**src/design/sshbf_pkg.sv**
```systemverilog
// Package: shared types, constants and state encoding for the SSH brute-force detector.
package sshbf_pkg;

    localparam int SOURCE_SLOTS_DEF = 64;
    localparam int RING_DEPTH_DEF   = 16;

    localparam int CFG_IDX_W  = 2;
    localparam int CFG_DATA_W = 32;

    typedef enum logic [CFG_IDX_W-1:0] {
        REG_SERVICE_PORT   = 2'd0,
        REG_WINDOW_LEN     = 2'd1,
        REG_THRESHOLD      = 2'd2,
        REG_SEVERITY       = 2'd3
    } t_reg_idx;

    typedef struct packed {
        logic        is_tcp;
        logic [15:0] destination_port;
        logic [31:0] source_address;
        logic [31:0] destination_address;
        logic [39:0] event_time;
        logic [30:0] next_alert_id;
    } t_event;

    typedef struct packed {
        logic [30:0] alert_id;
        logic [39:0] alert_time;
        logic [31:0] offending_source;
        logic [31:0] target_address;
        logic        multiple_targets;
        logic [4:0]  attempt_total;
        logic [2:0]  severity_code;
    } t_alert;

    typedef enum logic [3:0] {
        ST_IDLE,
        ST_SLOT_RD,
        ST_SLOT_CHK,
        ST_APPEND,
        ST_PRUNE_RD,
        ST_PRUNE_CHK,
        ST_SLOT_WR,
        ST_SCAN_RD,
        ST_SCAN_CHK,
        ST_EMIT
    } t_state;

    // controller -> datapath
    typedef struct packed {
        logic load_event;
        logic slot_rd;
        logic slot_chk;
        logic append;
        logic prune_rd;
        logic prune_step;
        logic slot_wr;
        logic scan_start;
        logic scan_rd;
        logic scan_step;
        logic out_load;
    } t_cmd;

    // datapath -> controller
    typedef struct packed {
        logic counted;
        logic prune_hit;
        logic count_zero;
        logic alert;
        logic scan_done;
    } t_status;

endpackage

```
**src/design/sshbf_ctrl.sv**
```systemverilog
// Controller: sequences slot lookup, append, pruning, destination scan and alert output.
module sshbf_ctrl (
    input  logic                i_clk,
    input  logic                i_rst_n,
    input  logic                i_in_valid,
    output logic                o_in_ready,
    input  logic                i_out_busy,
    input  sshbf_pkg::t_status  i_status,
    output sshbf_pkg::t_cmd     o_cmd
);

    sshbf_pkg::t_state r_state, n_state;

    always_ff @(posedge i_clk) begin
        if (!i_rst_n) begin
            r_state <= sshbf_pkg::ST_IDLE;
        end else begin
            r_state <= n_state;
        end
    end

    always_comb begin
        n_state = r_state;
        case (r_state)
            sshbf_pkg::ST_IDLE: begin
                if (i_in_valid) n_state = sshbf_pkg::ST_SLOT_RD;
            end
            sshbf_pkg::ST_SLOT_RD: begin
                n_state = i_status.counted ? sshbf_pkg::ST_SLOT_CHK : sshbf_pkg::ST_IDLE;
            end
            sshbf_pkg::ST_SLOT_CHK:  n_state = sshbf_pkg::ST_APPEND;
            sshbf_pkg::ST_APPEND:    n_state = sshbf_pkg::ST_PRUNE_RD;
            sshbf_pkg::ST_PRUNE_RD:  n_state = sshbf_pkg::ST_PRUNE_CHK;
            sshbf_pkg::ST_PRUNE_CHK: begin
                if (i_status.prune_hit && !i_status.count_zero) begin
                    n_state = sshbf_pkg::ST_PRUNE_RD;
                end else begin
                    n_state = sshbf_pkg::ST_SLOT_WR;
                end
            end
            sshbf_pkg::ST_SLOT_WR: begin
                n_state = i_status.alert ? sshbf_pkg::ST_SCAN_RD : sshbf_pkg::ST_IDLE;
            end
            sshbf_pkg::ST_SCAN_RD:  n_state = sshbf_pkg::ST_SCAN_CHK;
            sshbf_pkg::ST_SCAN_CHK: begin
                n_state = i_status.scan_done ? sshbf_pkg::ST_EMIT : sshbf_pkg::ST_SCAN_RD;
            end
            sshbf_pkg::ST_EMIT: begin
                if (!i_out_busy) n_state = sshbf_pkg::ST_IDLE;
            end
            default: n_state = sshbf_pkg::ST_IDLE;
        endcase
    end

    always_comb begin
        o_cmd      = '0;
        o_in_ready = 1'b0;
        case (r_state)
            sshbf_pkg::ST_IDLE: begin
                o_in_ready      = 1'b1;
                o_cmd.load_event = i_in_valid;
            end
            sshbf_pkg::ST_SLOT_RD:   o_cmd.slot_rd    = 1'b1;
            sshbf_pkg::ST_SLOT_CHK:  o_cmd.slot_chk   = 1'b1;
            sshbf_pkg::ST_APPEND:    o_cmd.append     = 1'b1;
            sshbf_pkg::ST_PRUNE_RD:  o_cmd.prune_rd   = 1'b1;
            sshbf_pkg::ST_PRUNE_CHK: o_cmd.prune_step = 1'b1;
            sshbf_pkg::ST_SLOT_WR: begin
                o_cmd.slot_wr    = 1'b1;
                o_cmd.scan_start = 1'b1;
            end
            sshbf_pkg::ST_SCAN_RD:  o_cmd.scan_rd   = 1'b1;
            sshbf_pkg::ST_SCAN_CHK: o_cmd.scan_step = 1'b1;
            sshbf_pkg::ST_EMIT:     o_cmd.out_load  = !i_out_busy;
            default: ;
        endcase
    end

endmodule

```
**config.mk**
```make
export PLATFORM = sky130hd
export DESIGN_NAME = sshbf_ctrl
export DESIGN_NICKNAME = d
export VERILOG_FILES = /design/src/design/sshbf_pkg.sv /design/src/design/sshbf_ctrl.sv
export SDC_FILE = /design/constraint.sdc
export NUM_CORES = 1
export LEC_CHECK = 0
export BUFFER_PORTS_ARGS = -buffer_cell sky130_fd_sc_hd__buf_2
export CELL_PAD_IN_SITES_DETAIL_PLACEMENT = 0
export CELL_PAD_IN_SITES_GLOBAL_PLACEMENT = 1
export CORE_MARGIN = 4
export CORE_UTILIZATION = 25
export CTS_BUF_LIST = sky130_fd_sc_hd__clkbuf_4 sky130_fd_sc_hd__clkbuf_8
export DETAILED_ROUTE_END_ITERATION = 7
export HOLD_SLACK_MARGIN = 0.15
export PLACE_DENSITY_LB_ADDON = 0.1
export SYNTH_ARGS = -nofsm -noshare
export SYNTH_HDL_FRONTEND = slang
export SYNTH_SLANG_ARGS = --single-unit
```
**constraint.sdc**
```tcl
create_clock -name i_clk -period 2.9 [get_ports i_clk]
set_input_delay 0.435 -clock i_clk [delete_from_list [all_inputs] [get_ports i_clk]]
set_output_delay 0.435 -clock i_clk [all_outputs]
set_load 0.02 [all_outputs]
```
# Word-level counts from Yosys, hierarchy flattened
# Index checks and enable logic that the tools add are counted.
op_classes:
  eq_ne: 11
  n_mux: 18
  reduce_logical: 5
op_table:
  columns: ["operator", "count"]
  rows:
  - ["$pmux 4 s10", 1]
  - ["$eq 4x3->1 const B", 4]
  - ["$mux 4", 3]
  - ["$mux 1", 10]
  - ["$eq 4x2->1 const B", 2]
  - ["$eq 4x4->1 const B", 2]
  - ["$mux 2", 3]
  - ["$eq 4x1->1 const B", 1]
  - ["$logic_not 4->1", 1]
  - ["$ne 2x2->1 const B", 2]
  - ["$mux 3", 1]
  - ["$logic_not 1->1", 2]
  - ["$reduce_and 2->1", 1]
  - ["$logic_and 1x1->1", 1]
totals:
  reg_bits: 4
  inputBits: 9
  output_inout_bits: 12
  elab_cells: 35

# Depth between registers and ports, before layout
# Gate-level depths: netlist of run 1.
logic_depth:
  word_depth: 4
  mapped_depth: 4
  ltp_nobuf: 3

# Worst setup path before layout of run 1
# OpenSTA, ideal clock, no wires.
synth_path:
  path_type: "flip-flop to output port"
  start: "register r_state[0]"
  end: "output port o_cmd[10] (netlist bit)"
  required_time_ps: 2465
  stages_incl_launch_ff: 4
  setup_slack_ps: 839
  n_path_buf: 1
  arrival_time_ps: 1626
  cell_sequence: "dfxtp_1 > buf_1 > nor4_1 > and2_1"
synth_lines:
  columns: ["item", "line_no", "rtl"]
  rows:
  - ["start: declaration", "sshbf_ctrl.sv:12", "sshbf_pkg::t_state r_state, n_state;"]
  - ["start signal: assignment", "sshbf_ctrl.sv:16", "r_state <= sshbf_pkg::ST_IDLE;"]
  - ["start signal: assignment", "sshbf_ctrl.sv:18", "r_state <= n_state;"]
  - ["end: declaration", "sshbf_ctrl.sv:9", "output sshbf_pkg::t_cmd o_cmd"]

==> impl_results.md, run 1 <==
- Run status: completed
- Via count: 407
- Max-Slew Margin vs Limit: 70.0%
- Finished layout cell area: 474 um2
- Final period util: 68.3%
- Routability congestion estimate: 0.686
- Total global routing track utilization: 10.1%
- Unrepaired setup endpoints after global routing: no
- TritonCTS Sinks: 4
- Final setup vio count: 0
- Starting DRT DRC Count: 0
- Initial Utilization: between 20% and 30%
- Cell row count: 13
- Number of cells upsized or downsized after cts: 0
- Largest cells by area after synthesis: sky130_fd_sc_hd__dfxtp_1, sky130_fd_sc_hd__nor3_1, sky130_fd_sc_hd__nand2b_1, sky130_fd_sc_hd__nor2_1, sky130_fd_sc_hd__mux2i_1
- Post-CTS setup buffer count: 0
- Initial DRT Pass Iterations: 1
- Area enclosed by the die boundary: about 2100 um2
- Portion of the post-synthesis area used by sequential elements: 22.4%
- Post-route clock skew: about 0.0011 ns
- Maximum number of pins on one net before global-route repair: 15
- Top Ports: 21
- Number of global-route vias before repair: 365
- Largest registers ranked by flip-flop count: r_state: 4 flops
- Static Leakage: 0.226 nW
- Filler Cell Count: 156
- Vias/cell: 4.90
- P&R area growth vs syn: 32.5%
- Yosys Warn Count: 0
- Arrival time of the worst setup path: approximately 1.6 ns
- DIE WIDTH: 45.8 um
- Clock buffer count from CTS: 3
- Hold Path Class: primary input to flip-flop
- Flops & latches, synth: 4
- Number of cells on the worst reg-to-reg path: 3
- Ys async rst share: 0%
- Number of flip-flops under the largest register name: 4
- H-Tree Depth: 1
- Cell variety after synth: 27
- Remaining global-route overflow: 0
- CP Capture Type: output pin
- DRC errors left: 0
- Antenna violations before repair: 0
- CP peak stage delay: 0.55 ns
- Critical path class: flip-flop to output pin
- Final Net Count: 79
- Critical Path Slowest Stage Cell: sky130_fd_sc_hd__dfxtp_1
- Final Hold Vio Count: 0
- Die height: roughly 46 um
- Number of cells produced by synthesis: 50
- WL/cell: 11.8 um
- Worst setup SP type: flip-flop
- Maximum root-to-sink buffer count: 2
- Skew-Pair Late Insertion Delay: 0.23 ns
- Hold Path Stages: 2
- Cell accounting for the most synthesized area: sky130_fd_sc_hd__dfxtp_1
- Number of pins exceeding their max-slew limit in the final report: 0
- CP Max Fanout: 14
- Placed cell areas: ~450 um2
- Cell breakdown of the critical path: or3b_1 -> nor3_1 -> buf_2
- Sum of net half-perimeters after detailed placement: 727 um
- Portion of synthesized cell area occupied by the leading cell type: 22.4%
- Achievable clock frequency: 0.505 GHz
- Core area: roughly 1300 um2
- Number of nets in the synthesized netlist: 59
- Library cell used as clock root buffer: sky130_fd_sc_hd__clkbuf_4
- Prevailing post-synth register cell: sky130_fd_sc_hd__dfxtp_1
- Largest register by flop count: r_state
- Total routed wirelength: 979 um
- Synth top cells by count: sky130_fd_sc_hd__nor3_1, sky130_fd_sc_hd__nor2_1, sky130_fd_sc_hd__dfxtp_1, sky130_fd_sc_hd__nand2b_1
- Largest vdd supply drop: roughly 0.17 mV
- Post-CTS Hold Buffers: 0
- Transition time at the pin with the least slew margin: 0.449 ns
- Share of cells above drive strength 1: ~34%
- Most frequent cell after synthesis: sky130_fd_sc_hd__nor3_1
- Number of enable-type register cells in the synthesized netlist: 0
- First-pass GRT wire length: between 1500 and 2000 um
- Post-synthesis instance area: around 360 um2
- Final period demand of the worst path: 1.98 ns
- Required time worst endpoint: 2.47 ns
- TNS Setup: 0 ns
- Power consumption: about 0.16 mW
- Max-cap violation count: 0
- Post-synthesis average cell area: 7.16 um2
- Clock tree from TritonCTS: built
- Buffers on Ports: 20
- Clock transition at the registers of the reported paths: 0.03 ns
- Number of inserted diodes: 0
- P per Cell Area: 343 nW/um2
- Residual antenna-violating net count after detailed routing: 0
-- cells by family after synthesis --
family,synth area share [%]
and+or+nand+nor,45.1
DFF,22.4
buffers and inverters,9.09
AOI/OAI and AO/OA,17.8
muxes,5.59
-- routing by layer --
metal / up-vias / wire [um] / global-route usage [%] / share of wire [%]
li1: 216 / - / - / -
met1: 174 / 476 / 13.1 / 49
met2: 15 / 402 / 15.3 / 41
met3: 2 / 85 / 1.58 / 8.7
met4: 0 / 14 / 6.82 / 1.4
met5: - / 0 / 0 / 0
-- worst max-delay path: cells and delay by family (launching register included) --
| family | cells | cell delay, ns |
|---|---|---|
| flops | 1 | 0.55 |
| simple gates | 2 | 0.57 |
| buf+inv | 1 | 0.19 |
-- placed cells by master, fill, tap and decap left out, types with 2 or more instances in the layout --
master	Yosys	routed
sky130_fd_sc_hd__a21oi_1	2	2
sky130_fd_sc_hd__buf_2	2	20
sky130_fd_sc_hd__clkbuf_4	0	3
sky130_fd_sc_hd__dfxtp_1	4	4
sky130_fd_sc_hd__inv_1	2	2
sky130_fd_sc_hd__mux2i_1	2	2
sky130_fd_sc_hd__nand2b_1	4	4
sky130_fd_sc_hd__nand3b_1	2	2
sky130_fd_sc_hd__nor2_1	6	6
sky130_fd_sc_hd__nor3_1	7	7
sky130_fd_sc_hd__o21a_1	2	2
-- path summary, 6_finish.rpt --
kind	startpoint	endpoint	slack, ns
worst max-delay path	r_state[3]	o_cmd[0]	0.92
worst min-delay path	i_rst_n	r_state[3]	0.46
worst max register to register	r_state[3]	r_state[0]	1.37
worst min register to register	r_state[3]	r_state[2]	0.72
-- report_power, final --
part / switching, mW / total, mW / internal [mW]
Sequential: 0.00566 / 0.0627 / 0.0570
Clock: 0.0213 / 0.0675 / 0.0462
Combinational: 0.0173 / 0.0324 / 0.0151
-- metrics by stage --
| stage | hold slack, ns | worst slack, ns | std cells | util [%] |
|---|---|---|---|---|
| 2_1_floorplan | 0.552 | 0.839 | 50 | - |
| 3_3_place_gp | 0.695 | 1.18 | 80 | 34.3 |
| 3_5_place_dp | 0.698 | 1.18 | 80 | 34.3 |
| 4_1_cts | 0.453 | 0.910 | 83 | 36.0 |
| 5_1_grt | 0.474 | 0.851 | 83 | 36.0 |
| 6_report | 0.460 | 0.919 | 83 | 36.0 |
-- final cells by class --
class / instances / area (um2) / share of cell area [%]
inverter: 2 / 7.51 / 1.58
tap: 15 / 18.8 / 3.96
timing repair buffer: 20 / 100 / 21.1
sequential: 4 / 80.1 / 16.9
clock buffer: 3 / 22.5 / 4.75
multi-input combinational: 39 / 245 / 51.7
(Power assumes the default switching activity.)
==> run 2, diff against run 1 <==
==> constraint.sdc (replaced) <==
create_clock -name i_clk -period 2 [get_ports i_clk]
set_input_delay 0.3 -clock i_clk [delete_from_list [all_inputs] [get_ports i_clk]]
set_output_delay 0.3 -clock i_clk [all_outputs]
set_load 0.02 [all_outputs]
==> run 2 against run 1 <==
Combinational power up 44%. Register-to-register slack worse by 0.89 ns. Largest power group unchanged. Highest routed layer is now met3. Setup slack worse by 0.75 ns. Hold slack worse by 0.13 ns. Count of clock-buffer cells in the layout unchanged. Sequential cell count unchanged.
==> impl_results.md, run 2 (same netlist as run 1, synthesis figures left out) <==
- Run status: completed
- Buffers on Ports: 20
- Worst Hold Path EP: r_state[3]
- Final setup vio count: 0
- Number of global-route vias before repair: 364
- Hold Path Class: primary input to flip-flop
- H-Tree Depth: 1
- Clock transition at the registers of the reported paths: 0.03 ns
- Largest register by flop count: r_state
- Final Hold Vio Count: 0
- DRC errors left: 0
- Critical path class: flip-flop to output pin
- Worst setup SP type: flip-flop
- Number of cells on the worst reg-to-reg path: 3
- Achievable clock frequency: 0.545 GHz
- P per Cell Area: a little under 500 nW/um2
- Core area: 1320 um2
- Die height: 45.8 um
- Via count: roughly 400
- Max-Slew Margin vs Limit: 70.4%
- Cell breakdown of the critical path: or3b_1 -> nor3_1 -> buf_2
- Most common cell after layout, fill and taps aside: sky130_fd_sc_hd__buf_2
- Skew-Pair Late Insertion Delay: 0.22 ns
- Initial DRT Pass Iterations: 3
- CP Capture Type: output pin
- Post-CTS Hold Buffers: 0
- Reg-to-Reg Start: r_state[3]
- Critical Path Slowest Stage Cell: sky130_fd_sc_hd__dfxtp_1
- Worst slack after detailed placement: 0.417 ns
- Top Ports: 21
- Cell row count: 13
- Maximum number of pins on one net before global-route repair: 15
- Post-CTS setup buffer count: 0
- Initial Utilization: 27.2%
- Total global routing track utilization: roughly a tenth
- Required time worst endpoint: 1.70 ns
- Arrival time of the worst setup path: 1.53 ns
- Vias/cell: 4.86
- Largest vdd supply drop: 0.341 mV
- Flop2flop setup slack: ~0.48 ns
- P&R area growth vs syn: 32.5%
- Maximum root-to-sink buffer count: 2
- Unrepaired setup endpoints after global routing: no
- Top library cells by usage in the layout, fill and taps aside: sky130_fd_sc_hd__buf_2, sky130_fd_sc_hd__nor3_1, sky130_fd_sc_hd__nor2_1
- CP Max Fanout: 14
- Library cell used as clock root buffer: sky130_fd_sc_hd__clkbuf_4
- Sum of net half-perimeters after detailed placement: 720 um
- Residual antenna-violating net count after detailed routing: 0
- Setup WS post-layout: 0.166 ns
- Total routed wirelength: 980 um
- Starting DRT DRC Count: 1
- Number of pins exceeding their max-slew limit in the final report: 0
- Area of all sequential standard cells: 80.1 um2
- CP peak stage delay: 0.56 ns
- DIE WIDTH: 45.8 um
- Clock buffer count from CTS: 3
- Filler Cell Count: 147
- Transition time at the pin with the least slew margin: 0.443 ns
- Number of flip-flops under the largest register name: 4
- Share of cells above drive strength 1: 33.8%
- Post-route clock skew: 0.000257 ns
- Capture instance of the worst register-to-register path: r_state[0]
- Number of cells upsized or downsized after cts: 0
- Max-cap violation count: 0
- Hold Path Stages: 2
- Remaining global-route overflow: 0
- Start point of the worst hold path: i_rst_n
- Final period demand of the worst path: approximately 1.8 ns
- Static Leakage: 0.226 nW
- Final Net Count: 79
- Antenna violations before repair: 0
- Placed cell areas: approximately 450 um2
- Area of combinational cells with multiple inputs: about 250 um2
- TritonCTS Sinks: 4
- Finished layout cell area: about 470 um2
- Area enclosed by the die boundary: 2100 um2
- WL/cell: 11.8 um
- Clock tree from TritonCTS: built
- Final period util: 91.7%
- Routability congestion estimate: 0.692
- First-pass GRT wire length: around 1500 um
- TNS Setup: 0 ns
- Number of inserted diodes: 0
- Largest registers ranked by flip-flop count: r_state: 4 flops
-- run 2: per-layer routing --
| layer | track usage (%) | vias to the layer above | share of wire (%) |
|---|---|---|---|
| met2 | 14.5 | 15 | 42 |
| met4 | 5.11 | 0 | 0 |
| li1 | - | 217 | - |
| met3 | 1.58 | 0 | 8.6 |
| met1 | 13.5 | 171 | 50 |
| met5 | 0 | - | 0 |
-- run 2: through the flow --
| stage | hold slack (ns) | util (%) | total power [mW] | cells |
|---|---|---|---|---|
| after global routing | 0.345 | 36.0 | 0.247 | 83 |
| final | 0.333 | 36.0 | 0.231 | 83 |
| after CTS | 0.326 | 36.0 | 0.238 | 83 |
| after global placement | 0.563 | 34.3 | 0.140 | 80 |
| after floorplan | 0.417 | - | 0.120 | 50 |
| after detailed placement | 0.563 | 34.3 | 0.139 | 80 |
-- run 2: power by group --
group | leakage [nW] | total, mW | switching, mW | internal, mW
Clock | 0.0138 | 0.0928 | 0.0261 | 0.0666
Combinational | 0.180 | 0.0468 | 0.0249 | 0.0219
Sequential | 0.0325 | 0.0910 | 0.00833 | 0.0827
-- run 2: final cells by class --
class                   count  area share, %
flip-flops and latches      4           16.9
repair buffers             20           21.1
clock buffers               3           4.75
well taps                  15           3.96
multi-input cells          39           51.7
inverters                   2           1.58
-- run 2: worst max-delay path by stage --
stage,start,endpoint,slack (ns),cells past startpoint
floorplan,r_state[0],o_cmd[10],0.07,3
global placement,r_state[3],o_cmd[0],0.41,3
detailed placement,r_state[3],o_cmd[0],0.42,3
CTS,r_state[3],o_cmd[0],0.16,3
global route,r_state[3],o_cmd[0],0.05,3
finish,r_state[3],o_cmd[0],0.17,3
-- run 2: critical path: cells and delay by family, from the launching register on --
family                 cells  cell delay (ns)
DFF                        1             0.56
and+or+nand+nor            2             0.57
buffers and inverters      1             0.18
==> run 3, diff against run 2 <==
--- a/config.mk
+++ b/config.mk
@@ -5,13 +5,13 @@
 export SDC_FILE = /design/constraint.sdc
 export NUM_CORES = 1
 export LEC_CHECK = 0
-export BUFFER_PORTS_ARGS = -buffer_cell sky130_fd_sc_hd__buf_2
 export CELL_PAD_IN_SITES_DETAIL_PLACEMENT = 0
 export CELL_PAD_IN_SITES_GLOBAL_PLACEMENT = 1
 export CORE_MARGIN = 4
 export CORE_UTILIZATION = 25
 export CTS_BUF_LIST = sky130_fd_sc_hd__clkbuf_4 sky130_fd_sc_hd__clkbuf_8
 export DETAILED_ROUTE_END_ITERATION = 7
+export DONT_BUFFER_PORTS = 1
 export HOLD_SLACK_MARGIN = 0.15
 export PLACE_DENSITY_LB_ADDON = 0.1
 export SYNTH_ARGS = -nofsm -noshare
==> run 3 against run 2 <==
Hold slack worse by 0.15 ns. Clock power rose by 9%. Critical path depth stayed put. Final cell count shrank 16%. Count of clock-buffer cells in the layout stayed put. Sequential share of layout area increased by 1.9 points. Critical path type unchanged. Critical endpoint is now o_cmd[1]. Largest power group unchanged.
==> impl_results.md, run 3 (same netlist as run 1, synthesis figures left out) <==
- Max-Slew Margin vs Limit: around two thirds
- Final Net Count: 66
- Worst setup SP type: flip-flop
- Die height: 45.8 um
- Clock tree from TritonCTS: built
- Total global routing track utilization: 10.2%
- Sum of net half-perimeters after detailed placement: approximately 730 um
- Unrepaired setup endpoints after global routing: no
- Sw Ratio: between 20 and 30%
- Vias/cell: 5.34
- Hold Path Class: primary input to flip-flop
- TNS Setup: 0 ns
- Final period demand of the worst path: roughly 1.8 ns
- First-pass GRT wire length: approximately 1500 um
- CP Capture Type: output pin
- Post-CTS setup buffer count: 0
- Maximum number of pins on one net before global-route repair: 15
- DRC errors left: 0
- Library cell used as clock root buffer: sky130_fd_sc_hd__clkbuf_4
- WL/cell: 14.1 um
- Number of inserted diodes: 0
- Total routed wirelength: 984 um
- Largest registers ranked by flip-flop count: r_state: 4 flops
- Cell row count: 13
- Achievable clock frequency: around 0.57 GHz
- Number of buffers and inverters on the critical path: 1
- Post-CTS Hold Buffers: 0
- Filler Cell Count: 148
- Internal Power: 0.167 mW
- Transition time at the pin with the least slew margin: 0.477 ns
- Power consumption: 0.230 mW
- Residual antenna-violating net count after detailed routing: 0
- Core area: 1320 um2
- CP peak stage delay: 0.41 ns
- Sum of routed wire segments on met1: 441 um
- NetSw: roughly 0.063 mW
- Max-cap violation count: 0
- Number of pins exceeding their max-slew limit in the final report: 0
- Share of power burned in registers: between 30% and 40%
- Via count: between 300 and 400
- Required time worst endpoint: roughly 1.7 ns
- Maximum root-to-sink buffer count: 2
- Buffers on Ports: 0
- Clock transition at the registers of the reported paths: 0.04 ns
- Area enclosed by the die boundary: 2100 um2
- Number of global-route vias before repair: 309
- Critical path class: flip-flop to output pin
- Initial Utilization: 27.2%
- Run status: completed
- Skew-Pair Late Insertion Delay: around 0.24 ns
- Top cell family by delay on the critical path: simple AND/OR/NAND/NOR gates
- CP Max Fanout: 14
- Placed cell areas: 404 um2
- Length of routed met2 wiring: 428 um
- Final Hold Vio Count: 0
- Final setup vio count: 0
- Remaining global-route overflow: 0
- Largest vdd supply drop: 0.208 mV
- Static Leakage: roughly 0.17 nW
- DIE WIDTH: 45.8 um
- Cell breakdown of the critical path: buf_4 -> or3b_1 -> nor2_1
- TritonCTS Sinks: 4
- Finished layout cell area: 427 um2
- Arrival time of the worst setup path: 1.47 ns
- Top Ports: 21
- Routed length on met3: about 94 um
- Combinational fraction of design power: 16.6%
- Largest register by flop count: r_state
- Starting DRT DRC Count: 8
- Final period util: approximately nine tenths
- P per Cell Area: 540 nW/um2
- Critical Path Slowest Stage Cell: sky130_fd_sc_hd__or3b_1
- Top library cells by usage in the layout, fill and taps aside: sky130_fd_sc_hd__nor3_1, sky130_fd_sc_hd__buf_4, sky130_fd_sc_hd__nor2_1
- Number of cells upsized or downsized after cts: 0
- Share of cells above drive strength 1: 18.2%
- Post-route clock skew: 0.00300 ns
- Clock buffer count from CTS: 3
- Fraction of power consumed by the clock network: 44.0%
- Worst hold-check slack: 0.180 ns
- Routability congestion estimate: ~0.74
- P&R area growth vs syn: 19.2%
- Antenna violations before repair: 0
- Uppermost layer routed: met4
- Number of flip-flops under the largest register name: 4
- Initial DRT Pass Iterations: 4
- H-Tree Depth: 1
==> run 3: cell count changes in the layout (fill, tap and decap cells not counted), sizes merged <==
cell | before | now
buf | 20 | 7
==> run 3: power groups by stage <==
| stage | clock network (mW) | registers, mW | logic (mW) |
|---|---|---|---|
| floorplan | 0 | 0.0854 | 0.0344 |
| global placement | 0 | 0.0911 | 0.0389 |
| detailed placement | 0 | 0.0918 | 0.0384 |
| CTS | 0.107 | 0.0905 | 0.0385 |
| global route | 0.109 | 0.0914 | 0.0415 |
| finish | 0.101 | 0.0908 | 0.0382 |
==> run 3: worst reg2reg max path, stage by stage, from the launching register on <==
cell	delay, ns
sky130_fd_sc_hd__dfxtp_1	0.59
sky130_fd_sc_hd__nand2b_1	0.21
sky130_fd_sc_hd__nor2_1	0.42
sky130_fd_sc_hd__o21a_1	0.19
==> run 3: metrics by stage <==
| step | setup WS (ns) | cells | utilization [%] |
|---|---|---|---|
| after floorplan | 0.0740 | 50 | - |
| after global routing | 0.140 | 70 | 32.4 |
| after global placement | 0.499 | 67 | 30.7 |
| after detailed placement | 0.480 | 67 | 30.7 |
| final | 0.234 | 70 | 32.4 |
| after CTS | 0.216 | 70 | 32.4 |
==> run 3: final cells by class <==
cell class / count / area, um2 / area share (%)
flip-flops and latches: 4 / 80.1 / 18.8
repair buffers: 7 / 52.6 / 12.3
inverters: 2 / 7.51 / 1.76
well taps: 15 / 18.8 / 4.40
clock buffers: 3 / 22.5 / 5.28
multi-input cells: 39 / 245 / 57.5
==> run 3: final timing paths <==
kind                                  from         end  slack, ns  depth (start not counted)
worst max-delay path            r_state[3]    o_cmd[1]       0.23                          3
worst min-delay path               i_rst_n  r_state[3]       0.18                          1
worst max register to register  r_state[0]  r_state[3]       0.54                          3
worst min register to register  r_state[3]  r_state[2]       0.74                          3
==> run 3: metal layers <==
metal  track usage (%)  up-vias
met5                 0        -
met4              10.2        0
met2              12.5       19
li1                  -      189
met3              2.37        2
met1              13.8      164
